<file path="config.mk">
export PLATFORM = sky130hd
export DESIGN_NAME = tcw_cfg
export DESIGN_NICKNAME = d
export VERILOG_FILES = /design/src/tcw_pkg.sv /design/src/tcw_cfg.sv
export SDC_FILE = /design/constraint.sdc
export NUM_CORES = 1
export LEC_CHECK = 0
export BUFFER_PORTS_ARGS = -buffer_cell sky130_fd_sc_hd__buf_2
export CORE_MARGIN = 8
export CORE_UTILIZATION = 51
export DETAILED_ROUTE_END_ITERATION = 10
export PLACE_DENSITY = 0.88
export REMOVE_ABC_BUFFERS = 1
export SKIP_CTS_REPAIR_TIMING = 1
export SLEW_MARGIN = 5
export SYNTH_ARGS = -nofsm -noshare
export SYNTH_HDL_FRONTEND = slang
export SYNTH_SLANG_ARGS = --single-unit
</file>
<file path="constraint.sdc">
create_clock -name clk -period 8.8 [get_ports clk]
set_clock_uncertainty 0.15 [all_clocks]
set_input_delay 0.44 -clock clk [delete_from_list [all_inputs] [get_ports clk]]
set_output_delay 0.44 -clock clk [all_outputs]
set_load 0.01 [all_outputs]
</file>
<file path="src/tcw_pkg.sv">
// Shared types and constants for the text console writer.
`timescale 1ns / 1ps
package tcw_pkg;

    // Work kinds sorted out by the front end
    typedef enum logic [3:0] {
        OP_NOP,
        OP_READ,
        OP_PRINT,
        OP_BS,
        OP_TAB,
        OP_NL,
        OP_VT,
        OP_FF,
        OP_CR
    } op_t;

    // Command codes
    localparam logic CMD_PUT  = 1'b0;
    localparam logic CMD_READ = 1'b1;

    // Character codes
    localparam logic [7:0] CH_SPACE = 8'h20;
    localparam logic [7:0] CH_TILDE = 8'h7E;
    localparam logic [7:0] CH_BS    = 8'h08;
    localparam logic [7:0] CH_TAB   = 8'h09;
    localparam logic [7:0] CH_NL    = 8'h0A;
    localparam logic [7:0] CH_VT    = 8'h0B;
    localparam logic [7:0] CH_FF    = 8'h0C;
    localparam logic [7:0] CH_CR    = 8'h0D;

    // Register indexes
    localparam logic [2:0] REG_ENABLE  = 3'd0;
    localparam logic [2:0] REG_COLUMNS = 3'd1;
    localparam logic [2:0] REG_ROWS    = 3'd2;
    localparam logic [2:0] REG_FORE    = 3'd3;
    localparam logic [2:0] REG_BACK    = 3'd4;

    // Queued work item
    typedef struct packed {
        op_t         op;
        logic [7:0]  ch;
        logic [10:0] idx;
    } item_t;

    // Settings handed from the register block to the back end
    typedef struct packed {
        logic [7:0] ecols;
        logic [7:0] attr;
        logic       fix;
    } geo_t;

    // Back end status seen by the front end
    typedef struct packed {
        logic clearing;
    } back_stat_t;

endpackage

</file>
<file path="src/tcw_cfg.sv">
// Register block and screen geometry.
`timescale 1ns / 1ps
module tcw_cfg #(
    parameter int MAX_CELLS = 2048,
    parameter int CELL_W    = 12
) (
    input  logic              clk,
    input  logic              rst_n,
    input  logic              psel,
    input  logic              penable,
    input  logic              pwrite,
    input  logic [4:0]        paddr,
    input  logic [31:0]       pwdata,
    output logic [31:0]       prdata,
    output logic              enable,
    output tcw_pkg::geo_t     geo,
    output logic [CELL_W-1:0] cells
);
    localparam int COLS_LIM = (MAX_CELLS < 128) ? MAX_CELLS : 128;

    logic              enable_reg;
    logic [7:0]        columns_reg;
    logic [6:0]        rows_reg;
    logic [3:0]        fore_reg;
    logic [3:0]        back_reg;
    logic [7:0]        ecols_reg;
    logic [CELL_W-1:0] cells_reg;
    logic              geo_wr_reg;
    logic              fix_reg;
    logic              wr;
    logic [2:0]        idx;
    logic [7:0]        ecols;
    logic [6:0]        rows_c;
    logic [6:0]        lim;
    logic [6:0]        erows;
    logic [14:0]       prod;
    logic [6:0]        lim_tab [128];

    // Row limit per column count, worked out at elaboration
    for (genvar g = 0; g < 128; g++)
    begin : g_lim
        localparam int L  = MAX_CELLS / (g + 1);
        localparam int LC = (L > 64) ? 64 : L;
        assign lim_tab[g] = 7'(LC);
    end

    assign wr  = psel & penable & pwrite;
    assign idx = paddr[4:2];

    always_comb
    begin
        if (columns_reg == 8'd0)
        begin
            ecols = 8'd1;
        end
        else if (columns_reg > 8'(COLS_LIM))
        begin
            ecols = 8'(COLS_LIM);
        end
        else
        begin
            ecols = columns_reg;
        end
        if (rows_reg == 7'd0)
        begin
            rows_c = 7'd1;
        end
        else if (rows_reg > 7'd64)
        begin
            rows_c = 7'd64;
        end
        else
        begin
            rows_c = rows_reg;
        end
        lim   = lim_tab[7'(ecols - 8'd1)];
        erows = (rows_c > lim) ? lim : rows_c;
        prod  = 15'(ecols) * 15'(erows);
    end

    always_ff @(posedge clk or negedge rst_n)
    begin
        if (!rst_n)
        begin
            enable_reg  <= 1'b0;
            columns_reg <= 8'd80;
            rows_reg    <= 7'd25;
            fore_reg    <= 4'd15;
            back_reg    <= 4'd0;
            ecols_reg   <= 8'd80;
            cells_reg   <= CELL_W'(2000);
            geo_wr_reg  <= 1'b0;
            fix_reg     <= 1'b0;
        end
        else
        begin
            ecols_reg  <= ecols;
            cells_reg  <= CELL_W'(prod);
            geo_wr_reg <= 1'b0;
            fix_reg    <= geo_wr_reg;
            if (wr)
            begin
                case (idx)
                    tcw_pkg::REG_ENABLE:  enable_reg <= pwdata[0];
                    tcw_pkg::REG_COLUMNS:
                    begin
                        columns_reg <= pwdata[7:0];
                        geo_wr_reg  <= 1'b1;
                    end
                    tcw_pkg::REG_ROWS:
                    begin
                        rows_reg   <= pwdata[6:0];
                        geo_wr_reg <= 1'b1;
                    end
                    tcw_pkg::REG_FORE:    fore_reg <= pwdata[3:0];
                    tcw_pkg::REG_BACK:    back_reg <= pwdata[3:0];
                    default: ;
                endcase
            end
        end
    end

    always_comb
    begin
        case (idx)
            tcw_pkg::REG_ENABLE:  prdata = {31'd0, enable_reg};
            tcw_pkg::REG_COLUMNS: prdata = {24'd0, columns_reg};
            tcw_pkg::REG_ROWS:    prdata = {25'd0, rows_reg};
            tcw_pkg::REG_FORE:    prdata = {28'd0, fore_reg};
            tcw_pkg::REG_BACK:    prdata = {28'd0, back_reg};
            default:              prdata = 32'd0;
        endcase
    end

    assign enable    = enable_reg;
    assign geo.ecols = ecols_reg;
    assign geo.attr  = {back_reg, fore_reg};
    assign geo.fix   = fix_reg;
    assign cells     = cells_reg;
endmodule

</file>
==> out/results.txt <==
status: finished clean
setup violators final: 0
CP top delay family: adder cells
row count: 35
Critical path buffers and inverters: 8
total power: 1.53 mW
Synth-to-Final Area Change: 9.91%
initial antenna violation count: 0
TritonCTS Buffers: 5
Synth area leaders: dfrtp_1 (15%), fa_1 (12%), ha_1 (10%)
Main synth FF type: dfrtp_1
GR Overflow Total: 0
gpl congestion: 0.942
final net count: 675
Routed Wire Length: 11700 µm
Crit Path Category: flip-flop to flip-flop
final hold vios: 0
initial drt markers: 426
syn_area_per_cell: 9.21 µm²
post-route setup TNS: 0 ps
crit path time final: 8240 ps
Slew @ Worst Pin: 1000 ps
Starting Density: 0.518
Clk pin slew, worst setup/hold paths: 100 ps
gr usage total: 0.191
core area: 9060 µm²
post-synthesis register bit count: 46
Req. time, crit path: 8900 ps
fillers: 759
number of cells after detailed placement: 672
mapped cell area: 4700 µm²
DP HPWL: 9280 µm
clk root buf: clkbuf_8
CTS tree: done
leakage: 2.58 nW
clock share of power: 0.095
utilization after layout: 0.569
vias: 3922
Largest register FFs: 12
fin crit share: 0.936
antenna viol nets, final: 0
internal power: 0.763 mW
Finished Layout Cells: 680
layout cells sized above 1: 0.260
Routed WL per cell: 17.1 µm
most frequent cells in the layout: buf_2 (53), inv_1 (50), ha_1 (38), nand2_1 (36), nor2_1 (35)
cell mode on critical path: inv_1
RSZ-0062 raised after global routing: no
Crit Path Max Fanout: 12
Die Height: 112 µm
Slew headroom: 0.332
CP Launch Type: flip-flop
Yosys top cell area share: 0.155
final setup margin: 564 ps
Clock Tree Buf Depth: 2
switch share: 0.500
Fmax: 121 MHz
DRC: 0
synthesis warning total: 0
post-DR vias/cell: 5.77
clock sinks: 46
drt first pass iters: 5
max-slew violations: 0
Hold Path Class: input pin to async pin
chip width: 112 µm
largest net degree at the start of global routing: 47
die area: 12500 µm²
Yosys cell types: 75
vias in the first global route: 4105
post-place setup slack: 699 ps
crit path DAT: 8330 ps
Critical Path Max Stage Delay: 600 ps
Combinational Power Share: 0.699
I/O pins: 104
max cap viols: 0
Seq/Total Area, Yosys: 0.250
P per Cell Area: 296 nW/µm²
Async SR Flop Fraction: 1.00
Max H-tree Level: 2
Ant. Diodes: 0
most common cell after layout, fill and taps aside: buf_2
Cells after Synth: 510
Sw Pwr: 0.764 mW
IO Port Bufs: 53
worst skew pair latency: 310 ps
first-pass GRT wire length: 19900 µm
cell accounting for the most synthesized area: dfrtp_1
CP Capture Type: flip-flop
peak supply drop: 0.000133 V
Reg power frac: 0.206
Critical-path top delay cell: or4_4
EDFF count, synth: 0
synth_stat cells, drive strengths merged, types with 3 or more instances:
| cell type | number |
|---|---|
| a21o | 8 |
| a21oi | 25 |
| a22oi | 7 |
| a31oi | 5 |
| and2 | 9 |
| buf | 29 |
| clkbuf | 20 |
| dfrtp | 29 |
| dfstp | 17 |
| fa | 27 |
| ha | 38 |
| inv | 51 |
| mux2 | 25 |
| mux2i | 4 |
| nand2 | 37 |
| nand2b | 8 |
| nand3 | 12 |
| nand3b | 6 |
| nor2 | 37 |
| nor2b | 11 |
| nor3 | 6 |
| o21a | 8 |
| o21ai | 21 |
| o21bai | 3 |
| o22ai | 6 |
| o31ai | 4 |
| xnor2 | 9 |
| xor2 | 4 |
cells by family after synthesis:
family,Yosys count,share of synthesized area
multiplexers,30,0.0741
flip-flops,46,0.250
AND/OR/NAND/NOR,141,0.154
AO/OA/AOI/OAI,113,0.175
adder cells (fa/ha/maj),65,0.216
other,1,0.000799
XOR/XNOR,13,0.0242
buffers and inverters,101,0.106
power by group through the flow:
stage,logic [mW],registers [mW],clock network (mW)
floorplan,0.716,0.334,0
detailed placement,1.05,0.318,0
finish,1.07,0.315,0.145
global placement,1.01,0.316,0
CTS,1.06,0.314,0.146
global route,1.19,0.320,0.154
per-stage QoR:
stage / hold WS [ps] / cell area [µm²]
6_report: 135 / 5160
5_1_grt: 214 / 5160
4_1_cts: 173 / 5160
3_5_place_dp: 191 / 5060
3_3_place_gp: 188 / 5060
2_1_floorplan: -5.59 / 4480
worst paths after layout:
check	cells past startpoint	slack, ps	end	start
setup / recovery	35	560	cells[11]	columns_reg[5]
hold / removal	1	130	back_reg[3]	rst_n
setup reg to reg	35	560	cells[11]	columns_reg[5]
hold reg to reg	0	210	fix_reg	geo_wr_reg
max in group asynchronous	1	7740	cells[0]	rst_n
min in group clk	2	210	columns_reg[7]	pwdata[7]
final cells by class:
cell class,count,area [µm²],area share
Multi-Input combinational cell,386,3110,0.603
Sequential cell,46,1170,0.227
Timing Repair Buffer,77,445,0.0863
Inverter,52,195,0.0378
Tap cell,111,139,0.0269
Clock buffer,5,68.8,0.0133
Clock inverter,3,28.8,0.00558
per-layer routing:
metal	vias up	GRT usage	routed length (µm)
li1	1830	-	-
met1	1867	0.244	4990
met3	34	0.0276	713
met2	191	0.313	5610
met4	0	0.0845	346
met5	-	0	0
Note: power is estimated with default switching activity, not from simulation.
