File: config.mk
export PLATFORM = sky130hd
export DESIGN_NAME = tcw_front
export DESIGN_NICKNAME = d
export VERILOG_FILES = /design/src/tcw_pkg.sv /design/src/tcw_front.sv
export SDC_FILE = /design/constraint.sdc
export NUM_CORES = 1
export LEC_CHECK = 0
export CAP_MARGIN = 5
export CORE_MARGIN = 1.5
export CORE_UTILIZATION = 33
export CTS_CLUSTER_SIZE = 40
export DETAILED_ROUTE_END_ITERATION = 8
export DONT_BUFFER_PORTS = 1
export MAX_ROUTING_LAYER = met4
export RECOVER_POWER = 50
export SLEW_MARGIN = 20
export SYNTH_ARGS = -nofsm -noshare
export SYNTH_HDL_FRONTEND = slang
export SYNTH_SLANG_ARGS = --single-unit
export TNS_END_PERCENT = 20
File: constraint.sdc
create_clock -name clk -period 4.4 [get_ports clk]
set_input_delay 0.44 -clock clk [delete_from_list [all_inputs] [get_ports clk]]
set_output_delay 0.44 -clock clk [all_outputs]
set_load 0.005 [all_outputs]
File: src/tcw_pkg.sv
// Shared types and constants for the text console writer.
`timescale 1ns / 1ps
package tcw_pkg;

    // Work kinds sorted out by the front end
    typedef enum logic [3:0] {
        OP_NOP,
        OP_READ,
        OP_PRINT,
        OP_BS,
        OP_TAB,
        OP_NL,
        OP_VT,
        OP_FF,
        OP_CR
    } op_t;

    // Command codes
    localparam logic CMD_PUT  = 1'b0;
    localparam logic CMD_READ = 1'b1;

    // Character codes
    localparam logic [7:0] CH_SPACE = 8'h20;
    localparam logic [7:0] CH_TILDE = 8'h7E;
    localparam logic [7:0] CH_BS    = 8'h08;
    localparam logic [7:0] CH_TAB   = 8'h09;
    localparam logic [7:0] CH_NL    = 8'h0A;
    localparam logic [7:0] CH_VT    = 8'h0B;
    localparam logic [7:0] CH_FF    = 8'h0C;
    localparam logic [7:0] CH_CR    = 8'h0D;

    // Register indexes
    localparam logic [2:0] REG_ENABLE  = 3'd0;
    localparam logic [2:0] REG_COLUMNS = 3'd1;
    localparam logic [2:0] REG_ROWS    = 3'd2;
    localparam logic [2:0] REG_FORE    = 3'd3;
    localparam logic [2:0] REG_BACK    = 3'd4;

    // Queued work item
    typedef struct packed {
        op_t         op;
        logic [7:0]  ch;
        logic [10:0] idx;
    } item_t;

    // Settings handed from the register block to the back end
    typedef struct packed {
        logic [7:0] ecols;
        logic [7:0] attr;
        logic       fix;
    } geo_t;

    // Back end status seen by the front end
    typedef struct packed {
        logic clearing;
    } back_stat_t;

endpackage

File: src/tcw_front.sv
// Input acceptance, byte classification and a two-entry work queue.
`timescale 1ns / 1ps
module tcw_front (
    input  logic                  clk,
    input  logic                  rst_n,
    input  logic                  s_tvalid,
    output logic                  s_tready,
    input  logic [23:0]           s_tdata,
    input  logic [0:0]            s_tuser,
    input  logic                  enable,
    input  tcw_pkg::back_stat_t   stat,
    input  logic                  pop,
    output logic                  q_valid,
    output tcw_pkg::item_t        q_item
);
    tcw_pkg::item_t slot_reg [2];
    logic           wp_reg;
    logic           rp_reg;
    logic [1:0]     cnt_reg;
    tcw_pkg::item_t cls;
    logic           push;
    logic [7:0]     ch;

    assign ch = s_tdata[7:0];

    always_comb
    begin
        cls.ch  = ch;
        cls.idx = s_tdata[18:8];
        if (s_tuser[0] == tcw_pkg::CMD_READ)
        begin
            cls.op = tcw_pkg::OP_READ;
        end
        else if (!enable)
        begin
            cls.op = tcw_pkg::OP_NOP;
        end
        else if (ch >= tcw_pkg::CH_SPACE && ch <= tcw_pkg::CH_TILDE)
        begin
            cls.op = tcw_pkg::OP_PRINT;
        end
        else
        begin
            case (ch)
                tcw_pkg::CH_BS:  cls.op = tcw_pkg::OP_BS;
                tcw_pkg::CH_TAB: cls.op = tcw_pkg::OP_TAB;
                tcw_pkg::CH_NL:  cls.op = tcw_pkg::OP_NL;
                tcw_pkg::CH_VT:  cls.op = tcw_pkg::OP_VT;
                tcw_pkg::CH_FF:  cls.op = tcw_pkg::OP_FF;
                tcw_pkg::CH_CR:  cls.op = tcw_pkg::OP_CR;
                default:         cls.op = tcw_pkg::OP_NOP;
            endcase
        end
    end

    assign s_tready = (cnt_reg != 2'd2) && !stat.clearing;
    assign push     = s_tvalid && s_tready;
    assign q_valid  = cnt_reg != 2'd0;
    assign q_item   = slot_reg[rp_reg];

    always_ff @(posedge clk)
    begin
        if (push)
        begin
            slot_reg[wp_reg] <= cls;
        end
    end

    always_ff @(posedge clk or negedge rst_n)
    begin
        if (!rst_n)
        begin
            wp_reg  <= 1'b0;
            rp_reg  <= 1'b0;
            cnt_reg <= 2'd0;
        end
        else
        begin
            if (push)
            begin
                wp_reg <= ~wp_reg;
            end
            if (pop)
            begin
                rp_reg <= ~rp_reg;
            end
            cnt_reg <= 2'(cnt_reg + {1'b0, push} - {1'b0, pop});
        end
    end
endmodule

==> run metrics, run 1 <==
Yosys warnings 0; core box area 0.00599 mm2; Starting Density 0.345; Antenna Cells 0; Cell Pwr Density 555 mW/mm2; sequential share of the synthesized area 0.716; outcome completed; drt pass-1 iters 4; Yosys reg bits 50; DR DRC count 0; FMAX 451 MHz; Total Wirelength 3.33 mm; clock share of power 0.244; Comb power frac 0.236; commonest non-fill, non-tap cell in the layout edfxtp_1; fin crit share 0.504; final instance area 0.00224 mm2; overall routing resource usage 0.103; syn nets 142; layout cells sized above 1 0.284; max FFs per register 46; Max Clock Skew 0.00698 ns; Bufs and invs on worst path 1; first-pass GRT wire length 4.82 mm; CTS Buf Count 5; library cells used by synthesis 26; hold path cells 1; Slew HR 0.257; largest net degree at the start of global routing 24; post-synthesis mux area share 0.160; IO Port Bufs 0; fin nets 149; worst-path cell chain buf_4, mux2_2; worst reg2reg path depth 4; placed inst area 0.00215 mm2; Hold Startpoint pop; Final Hold Viols 0; Syn Area/Cell 19.0 um2; post-route minimum period 2.22 ns; setup tns final 0 ns; Slew Limit Fails 0; Net Sw Frac 0.255; CP Capture Type output pin; Data arrival, critical path 1.78 ns; clock slew at reported path FFs 0.08 ns; Max stage delay cell, worst path dfrtp_1; Worst path top cell family by delay flip-flops; die area 0.00676 mm2; CP Data Required Time 3.96 ns; Hold EP rp_reg; I/O pins 56; total gr overflow 0; cell row count 28; Worst VDD drop 179 uV; clk sink count 50; clock root buffer clkbuf_8; routed len/inst 17.4 um; Max-cap violations 0; Final HPWL DP 2.38 mm; number of global-route vias before repair 978; r2r setup slk 2.21 ns; Slew @ Worst Pin 1.11 ns; most frequent cells in the layout 46 x edfxtp_1, 19 x mux2_4, 5 x clkbuf_8; RSZ-0062 raised after global routing false; Synth Area in Adders 0.0121; CP Max Fanout 15; critical path startpoint category register; gpl congestion 0.694; routed via count 931; initial antenna violation count 0; P&R area growth vs syn 8.22%; die width 82.2 um; Die Span Y 82.2 um; compound-gate portion of the synthesized area 0.0206; main combinational cell family by area after synthesis multiplexers; Iteration-0 DRC Markers 30; Skew-Pair Late Insertion Delay 0.29 ns; CTS tree yes; Synth Area in Simple Gates 0.0502; Reg power frac 0.520; reg-to-reg critical path startpoint cnt_reg[1]; switching power 317 uW; leakage dissipation 0.000793 uW; vias per cell 4.87; DRT antenna net count 0; slowest cell delay on critical path 0.72 ns; HP Class input pin to register; Syn Inst Count 109; H-Tree Depth 2; XOR/XNOR Fraction of Synth Area 0.0212; post-synthesis cell area 0.00207 mm2; Setup violations, final 0; RR Endpoint slot_reg[0][5]; Int Pwr 925 uW; CTS Buffer Depth 2; Crit Path Class register to output pin; # Post-CTS Setup Buffers 0
[cells in the mapped netlist, drive strengths merged]
library cell  number  area (um2)
nor4b              1        23.8
a21oi              2        10.0
o22ai              1        6.26
nor2               3        11.3
xor2               2        17.5
nand3              1        5.00
nor3b              2        15.0
nand2              5        21.3
xnor2              3        26.3
and3               1        6.26
mux2              23         330
inv                4        15.0
buf                3        27.5
o211ai             1        12.5
edfxtp            46        1380
nor3               2        15.0
dfrtp              4         100
a31o               1        8.76
ha                 2        25.0
o21ai              1        5.00
nor2b              1        6.26
[final cells by class]
| class | count | area (um2) |
|---|---|---|
| timing repair buffer | 3 | 25.0 |
| clock buffer | 5 | 68.8 |
| multi-input combinational | 52 | 522 |
| inverter | 4 | 15.0 |
| tap | 75 | 93.8 |
| sequential | 50 | 1480 |
| fill | 555 | 3750 |
| clock inverter | 2 | 33.8 |
[how the worst max path moves through the flow]
| stage | start | end | cells past startpoint |
|---|---|---|---|
| after global routing | cnt_reg[1] | slot_reg[0][0] | 4 |
| after global placement | cnt_reg[0] | slot_reg[1][12] | 3 |
| after floorplan | stat | slot_reg[0][0] | 3 |
| after detailed placement | cnt_reg[0] | slot_reg[1][3] | 3 |
| after CTS | rp_reg | q_item[22] | 2 |
| final | rp_reg | q_item[22] | 2 |
[power groups by stage]
stage               Clock (uW)  Sequential [uW]  Combinational, uW
finish                     303              646                294
global route               331              654                322
CTS                        317              651                304
detailed placement           0              662                303
global placement             0              658                296
floorplan                    0              629                290
[what timing repair did]
action | in CTS | in global routing
resized for setup | 0 | 0
hold buffers | 1 | 0
endpoints found under the hold margin | 4 | 0
[layer usage]
layer  part of all wire  vias to the layer above  routed length, um  GRT usage
met5                  0                        -                  0          -
met4              0.016                        0                 54     0.0508
met3               0.12                        4                404     0.0549
met2               0.52                       35               1730      0.176
met1               0.34                      469               1140     0.0937
li1                   -                      423                  -          -
[through the flow]
stage	instances	power (uW)	worst slack, ns	util	hold slack (ns)
final	191	1240	2.18	0.374	0.229
after global routing	191	1310	2.02	0.374	0.209
after CTS	191	1270	2.13	0.378	0.215
after detailed placement	183	965	2.29	0.359	0.145
after global placement	183	954	2.40	0.359	0.145
after floorplan	109	919	2.39	-	0.144
[logic make-up (layout without fill, tap and decap cells)]
| family | after synthesis | after routing |
|---|---|---|
| adders and majority gates | 2 | 2 |
| xor gates and xnor gates | 5 | 5 |
| AOI/OAI and AO/OA | 6 | 6 |
| DFF | 50 | 50 |
| and+or+nand+nor | 16 | 16 |
| muxes | 23 | 23 |
| buffers and inverters | 7 | 14 |
No activity file was read; power rests on OpenSTA's default activity.
==> inputs of run 2 (changes only) <==
--- a/config.mk
+++ b/config.mk
@@ -5,6 +5,7 @@
 export SDC_FILE = /design/constraint.sdc
 export NUM_CORES = 1
 export LEC_CHECK = 0
+export ABC_AREA = 1
 export CAP_MARGIN = 5
 export CORE_MARGIN = 1.5
 export CORE_UTILIZATION = 33
==> constraint.sdc (replaced) <==
create_clock -name clk -period 2.32 [get_ports clk]
set_input_delay 0.232 -clock clk [delete_from_list [all_inputs] [get_ports clk]]
set_output_delay 0.232 -clock clk [all_outputs]
set_load 0.005 [all_outputs]
==> run 2 against run 1 <==
  * Synthesized cell count increased by 26%
  * Worst hold slack got worse by 0.20 ns
  * Sequential power increased by 84%
  * Largest power group unchanged
==> run metrics, run 2 <==
outcome completed (unchanged); core box area 0.00631 mm2 (was 0.00599 mm2); library cells used by synthesis 17 (was 26); Max Clock Skew 0.00403 ns (was 0.00698 ns); RSZ-0062 raised after global routing false (unchanged); Setup violations, final 0 (unchanged); FF+latch area 0.00148 mm2 (unchanged); fin crit share 0.824; HP Class input pin to register (unchanged); P&R area growth vs syn 8.16% (was 8.22%); clk sink count 50 (unchanged); IO Port Bufs 0 (unchanged); top post-synthesis cells by area edfxtp_1 64%, mux2_4 13%, dfrtp_1 4.7%, nand2_1 3.5%, inv_1 2.3% (was edfxtp_1 67%, mux2_4 14%, dfrtp_1 4.8%, mux2_2 2.2%, xnor2_1 1.3%); gpl congestion 0.730 (was 0.694); setup tns final 0 ns (unchanged); Slew @ Worst Pin 0.646 ns (was 1.11 ns); # Post-CTS Setup Buffers 0 (unchanged); Synth area leader edfxtp_1 (unchanged); CTS Buffer Depth 2 (unchanged); syn nets 170 (was 142); post-CTS sizing 0 (unchanged); initial antenna violation count 0 (unchanged); total gr overflow 0 (unchanged); first-pass GRT wire length 5.60 mm (was 4.82 mm); synth cell count leaders 46 x edfxtp_1, 20 x nand2_1, 19 x mux2_4 (was 46 x edfxtp_1, 19 x mux2_4, 4 x dfrtp_1, 4 x mux2_2, 4 x nand2_1); area of the multi-input gates 564 um2 (was 522 um2); most frequent cell after synthesis edfxtp_1 (unchanged); post-synthesis cell area 0.00215 mm2 (was 0.00207 mm2); Slew HR 0.569 (was 0.257); CTS Buf Count 5 (unchanged); routed len/inst 15.0 um (was 17.4 um); FMAX 523 MHz; sequential share of the synthesized area 0.690 (was 0.716); Slew Limit Fails 0 (unchanged); most frequent cells in the layout 46 x edfxtp_1, 20 x nand2_1, 19 x mux2_4 (was 46 x edfxtp_1, 19 x mux2_4, 5 x clkbuf_8); H-Tree Depth 2 (unchanged); DR DRC count 0 (unchanged); Skew-Pair Late Insertion Delay 0.29 ns (about the same); Post-synth EDFFs 46 (unchanged); Antenna Cells 0 (unchanged); number of global-route vias before repair 1127 (was 978); Final Hold Viols 0 (unchanged); leakage dissipation 0.000890 uW (was 0.000793 uW); Yosys warnings 0 (unchanged); post-route minimum period 1.91 ns; Die Span Y 83.6 um (was 82.2 um); ys flop type edfxtp_1 (unchanged); Max-cap violations 0 (unchanged); CP Capture Type register (was output pin); clock root buffer clkbuf_8 (unchanged); die width 83.6 um (was 82.2 um); Starting Density 0.340 (was 0.345); worst setup margin 0.408 ns (was 2.18 ns); Cell Pwr Density 975 mW/mm2 (was 555 mW/mm2); cell row count 29 (was 28); layout cells sized above 1 0.236 (was 0.284); routed via count 1029 (was 931); post-synth top area share 0.644 (was 0.667); Total Wirelength 3.39 mm (was 3.33 mm); critical path startpoint category register (unchanged); Worst VDD drop 359 uV (was 179 uV); I/O pins 56 (unchanged); CP Max Fanout 11 (was 15); DRT antenna net count 0 (unchanged); Syn Area/Cell 15.7 um2 (was 19.0 um2); CTS tree yes (unchanged); max FFs per register 46 (unchanged); die area 0.00699 mm2 (was 0.00676 mm2); clock slew at reported path FFs 0.08 ns (about the same); overall routing resource usage 0.105 (was 0.103); drt pass-1 iters 4 (unchanged); # fillers 608 (was 555); largest net degree at the start of global routing 22 (was 24); CP Data Required Time 2.24 ns (was 3.96 ns); Syn Inst Count 137 (was 109); fin nets 180 (was 149); Place WS 0.673 ns (was 2.29 ns); Data arrival, critical path 1.83 ns (was 1.78 ns); Final HPWL DP 2.59 mm (was 2.38 mm); Async S/R FF share, synth 0.0800 (unchanged); vias per cell 4.57 (was 4.87); Crit Path Class register to register (was register to output pin); commonest non-fill, non-tap cell in the layout edfxtp_1 (unchanged); Iteration-0 DRC Markers 57 (was 30); Yosys reg bits 50 (unchanged)
run 2: worst max-delay path, stage by stage, from the launching register on:
cell and delay (ns):
dfrtp_1 0.41, a21oi_1 0.27, nand2_1 0.19, nor2_1 0.16, clkbuf_1 0.52
run 2: cell families after synthesis:
group / after synthesis / share of synthesized area
flops: 50 / 0.690
simple gates: 39 / 0.0741
mux: 23 / 0.154
buf+inv: 16 / 0.0466
xor+xnor: 4 / 0.0163
compound gates: 3 / 0.00700
fa+ha+maj: 2 / 0.0117
run 2: metal layers:
metal | global-route usage | vias to the layer above | share of wire
met3 | 0.0396 | 2 | 0.078
met4 | 0.0492 | 0 | 0.012
met1 | 0.106 | 499 | 0.37
met2 | 0.182 | 36 | 0.54
li1 | - | 492 | -
met5 | - | - | 0
run 2: where the power goes:
part / internal [uW] / total, uW / switching (uW) / leakage [uW]
Clock: 213 / 463 / 251 / 0.0000452
Combinational: 316 / 611 / 295 / 0.000379
Sequential: 1140 / 1190 / 54.0 / 0.000466
run 2: layout make-up:
cell class                      count  share of cell area
Multi-Input combinational cell     71               0.243
Tap cell                           77              0.0415
Timing Repair Buffer                6              0.0189
Clock inverter                      2             0.00593
Inverter                           13              0.0210
Clock buffer                        6              0.0313
Sequential cell                    50               0.638
run 2: worst paths after layout:
check | start | end | slack, ns | cells after the start
worst max-delay path | cnt_reg[1] | slot_reg[0][8] | 0.41 | 4
worst min register to register | cnt_reg[0] | cnt_reg[0] | 0.55 | 1
worst max register to register | cnt_reg[1] | slot_reg[0][8] | 0.41 | 4
max in group asynchronous | rst_n | cnt_reg[0] | 1.96 | 1
min in group asynchronous | rst_n | rp_reg | 0.20 | 1
worst min-delay path | pop | rp_reg | 0.02 | 1
run 2: what timing repair did:
| action | CTS | global route |
|---|---|---|
| endpoints found under the setup margin | 0 | 0 |
| hold buffers | 1 | 0 |
| endpoints found under the hold margin | 4 | 0 |
run 2: metrics by stage:
| step | instances | instance area, um2 | hold WS, ns | total power, uW | util |
|---|---|---|---|---|---|
| floorplan | 137 | 2150 | -0.0636 | 1800 | - |
| global placement | 216 | 2230 | -0.0635 | 1820 | 0.354 |
| detailed placement | 216 | 2230 | -0.0635 | 1850 | 0.354 |
| CTS | 225 | 2330 | 0.0112 | 2310 | 0.369 |
| global route | 225 | 2320 | 0.00828 | 2380 | 0.368 |
| finish | 225 | 2320 | 0.0247 | 2260 | 0.368 |
==> inputs of run 3 (changes only) <==
--- a/config.mk
+++ b/config.mk
@@ -5,7 +5,7 @@
 export SDC_FILE = /design/constraint.sdc
 export NUM_CORES = 1
 export LEC_CHECK = 0
-export ABC_AREA = 1
+export ABC_AREA = 0
 export CAP_MARGIN = 5
 export CORE_MARGIN = 1.5
 export CORE_UTILIZATION = 33
==> constraint.sdc (replaced) <==
create_clock -name clk -period 1.9 [get_ports clk]
set_input_delay 0.19 -clock clk [delete_from_list [all_inputs] [get_ports clk]]
set_output_delay 0.19 -clock clk [all_outputs]
set_load 0.005 [all_outputs]
==> run 3 against run 2 <==
  * Sequential share of layout area decreased by 3.4 points
  * Cell count down 4.4%
  * Clock-buffer cell count rose by 1
  * Power rose by 26%
  * Global-route usage up 0.40 points
  * Highest routed layer unchanged
  * Sequential power grew 22%
  * Fmax up 24%
==> run metrics, run 3 (synthesis results as in run 1) <==
placed inst area 0.00218 mm2 (was 0.00223 mm2); overall routing resource usage 0.109 (was 0.105); CP Max Fanout 3 (was 11); DR DRC count 0 (unchanged); drt pass-1 iters 4 (unchanged); number of global-route vias before repair 1081 (was 1127); Bufs and invs on worst path 2 (was 1); FMAX 648 MHz (was 523 MHz); gpl congestion 0.733 (was 0.730); cell row count 28 (was 29); CTS Buffer Depth 2 (unchanged); layout cells sized above 1 0.264 (was 0.236); vias per cell 4.56 (was 4.57); clk sink count 50 (unchanged); Slew @ Worst Pin 0.555 ns (was 0.646 ns); max FFs per register 46 (unchanged); routed len/inst 15.7 um (was 15.0 um); Max-cap violations 0 (unchanged); outcome completed (unchanged); core box area 0.00599 mm2 (was 0.00631 mm2); clock slew at reported path FFs 0.08 ns (about the same); DRT antenna net count 0 (unchanged); P&R area growth vs syn 18.5% (was 8.16%); CP Data Required Time 2.11 ns (was 2.24 ns); Tot Pwr 2850 uW (was 2260 uW); I/O pins 56 (unchanged); initial antenna violation count 0 (unchanged); HP Class input pin to register (unchanged); die area 0.00676 mm2 (was 0.00699 mm2); Antenna Cells 0 (unchanged); Total Wirelength 3.37 mm (was 3.39 mm); CTS Buf Count 5 (unchanged); Worst path top cell family by delay adder cells (was buffers and inverters); first-pass GRT wire length 5.15 mm (was 5.60 mm); Data arrival, critical path 1.76 ns (was 1.83 ns); clock root buffer clkbuf_8 (unchanged); IO Port Bufs 0 (unchanged); Worst VDD drop 366 uV (was 359 uV); fin nets 172 (was 180); Die Span Y 82.2 um (was 83.6 um); worst-path cell chain inv_1, o211ai_2, ha_1, inv_1, ha_1, xnor2_1, xnor2_1 (was a21oi_1, nand2_1, nor2_1, clkbuf_1); die width 82.2 um (was 83.6 um); Final HPWL DP 2.34 mm (was 2.59 mm); Slew Limit Fails 0 (unchanged); Cell Pwr Density 1160 mW/mm2 (was 975 mW/mm2); H-Tree Depth 2 (unchanged); r2r setup slk 0.36 ns (was 0.41 ns); Setup violations, final 0 (unchanged); routed via count 981 (was 1029); fin crit share 0.813 (was 0.824); commonest non-fill, non-tap cell in the layout edfxtp_1 (unchanged); Final Hold Viols 0 (unchanged); final instance area 0.00245 mm2 (was 0.00232 mm2); slowest cell delay on critical path 0.40 ns (was 0.52 ns); leakage dissipation 0.000891 uW (was 0.000890 uW); Crit Path Class register to register (unchanged); CTS tree yes (unchanged); largest net degree at the start of global routing 24 (was 22); setup tns final 0 ns (unchanged); Iteration-0 DRC Markers 29 (was 57); Max stage delay cell, worst path dfrtp_1 (was clkbuf_1); RSZ-0062 raised after global routing false (unchanged); Slew HR 0.625 (was 0.569); post-route minimum period 1.54 ns (was 1.91 ns); critical path startpoint category register (unchanged); most frequent cells in the layout 46 x edfxtp_1, 21 x dlygate4sd3_1, 19 x mux2_4 (was 46 x edfxtp_1, 20 x nand2_1, 19 x mux2_4); CP Capture Type register (unchanged); Max Clock Skew 0.00423 ns (was 0.00403 ns); Skew-Pair Late Insertion Delay 0.29 ns (about the same); total gr overflow 0 (unchanged); Starting Density 0.345 (was 0.340)
## run 3: stage by stage
stage / util / cells / hold WS, ns / setup WS, ns
finish: 0.409 / 215 / 0.0823 / 0.356
global placement: 0.363 / 186 / -0.105 / 0.436
CTS: 0.414 / 215 / 0.0747 / 0.297
global route: 0.409 / 215 / 0.0842 / 0.217
detailed placement: 0.363 / 186 / -0.105 / 0.325
floorplan: - / 109 / -0.106 / 0.243
## run 3: final cells by class
cell class                      instances  area, um2
Sequential cell                        50       1480
Fill cell                             527       3540
Timing Repair Buffer                   26        245
Clock buffer                            7       86.3
Clock inverter                          1       5.00
Multi-Input combinational cell         52        526
Inverter                                4       15.0
Tap cell                               75       93.8
## run 3: timing repair
action | 4_1_cts | 5_1_grt
hold endpoints to repair | 43 | 0
resized for setup | 0 | 0
hold buffers | 21 | 0
buffers inserted | 0 | 0
## run 3: path summary, 6_finish.rpt
| check | depth (start not counted) | endpoint | from |
|---|---|---|---|
| max | 7 | cnt_reg[1] | cnt_reg[1] |
| max in group asynchronous | 1 | rp_reg | rst_n |
| min reg2reg | 1 | wp_reg | wp_reg |
| min | 2 | wp_reg | s_tvalid |
| min in group asynchronous | 1 | wp_reg | rst_n |
| max reg2reg | 7 | cnt_reg[1] | cnt_reg[1] |
## run 3: report_power, final
part           internal (uW)  leakage, uW  switching, uW
sequential              1380     0.000467           64.4
combinational            424     0.000375            372
clock                    294    0.0000482            310
## run 3: per-layer routing
metal,global-route usage,share of wire,vias to the layer above
li1,-,-,469
met1,0.108,0.37,470
met2,0.192,0.52,36
met3,0.0418,0.088,6
met4,0.0458,0.019,0
met5,-,0,-
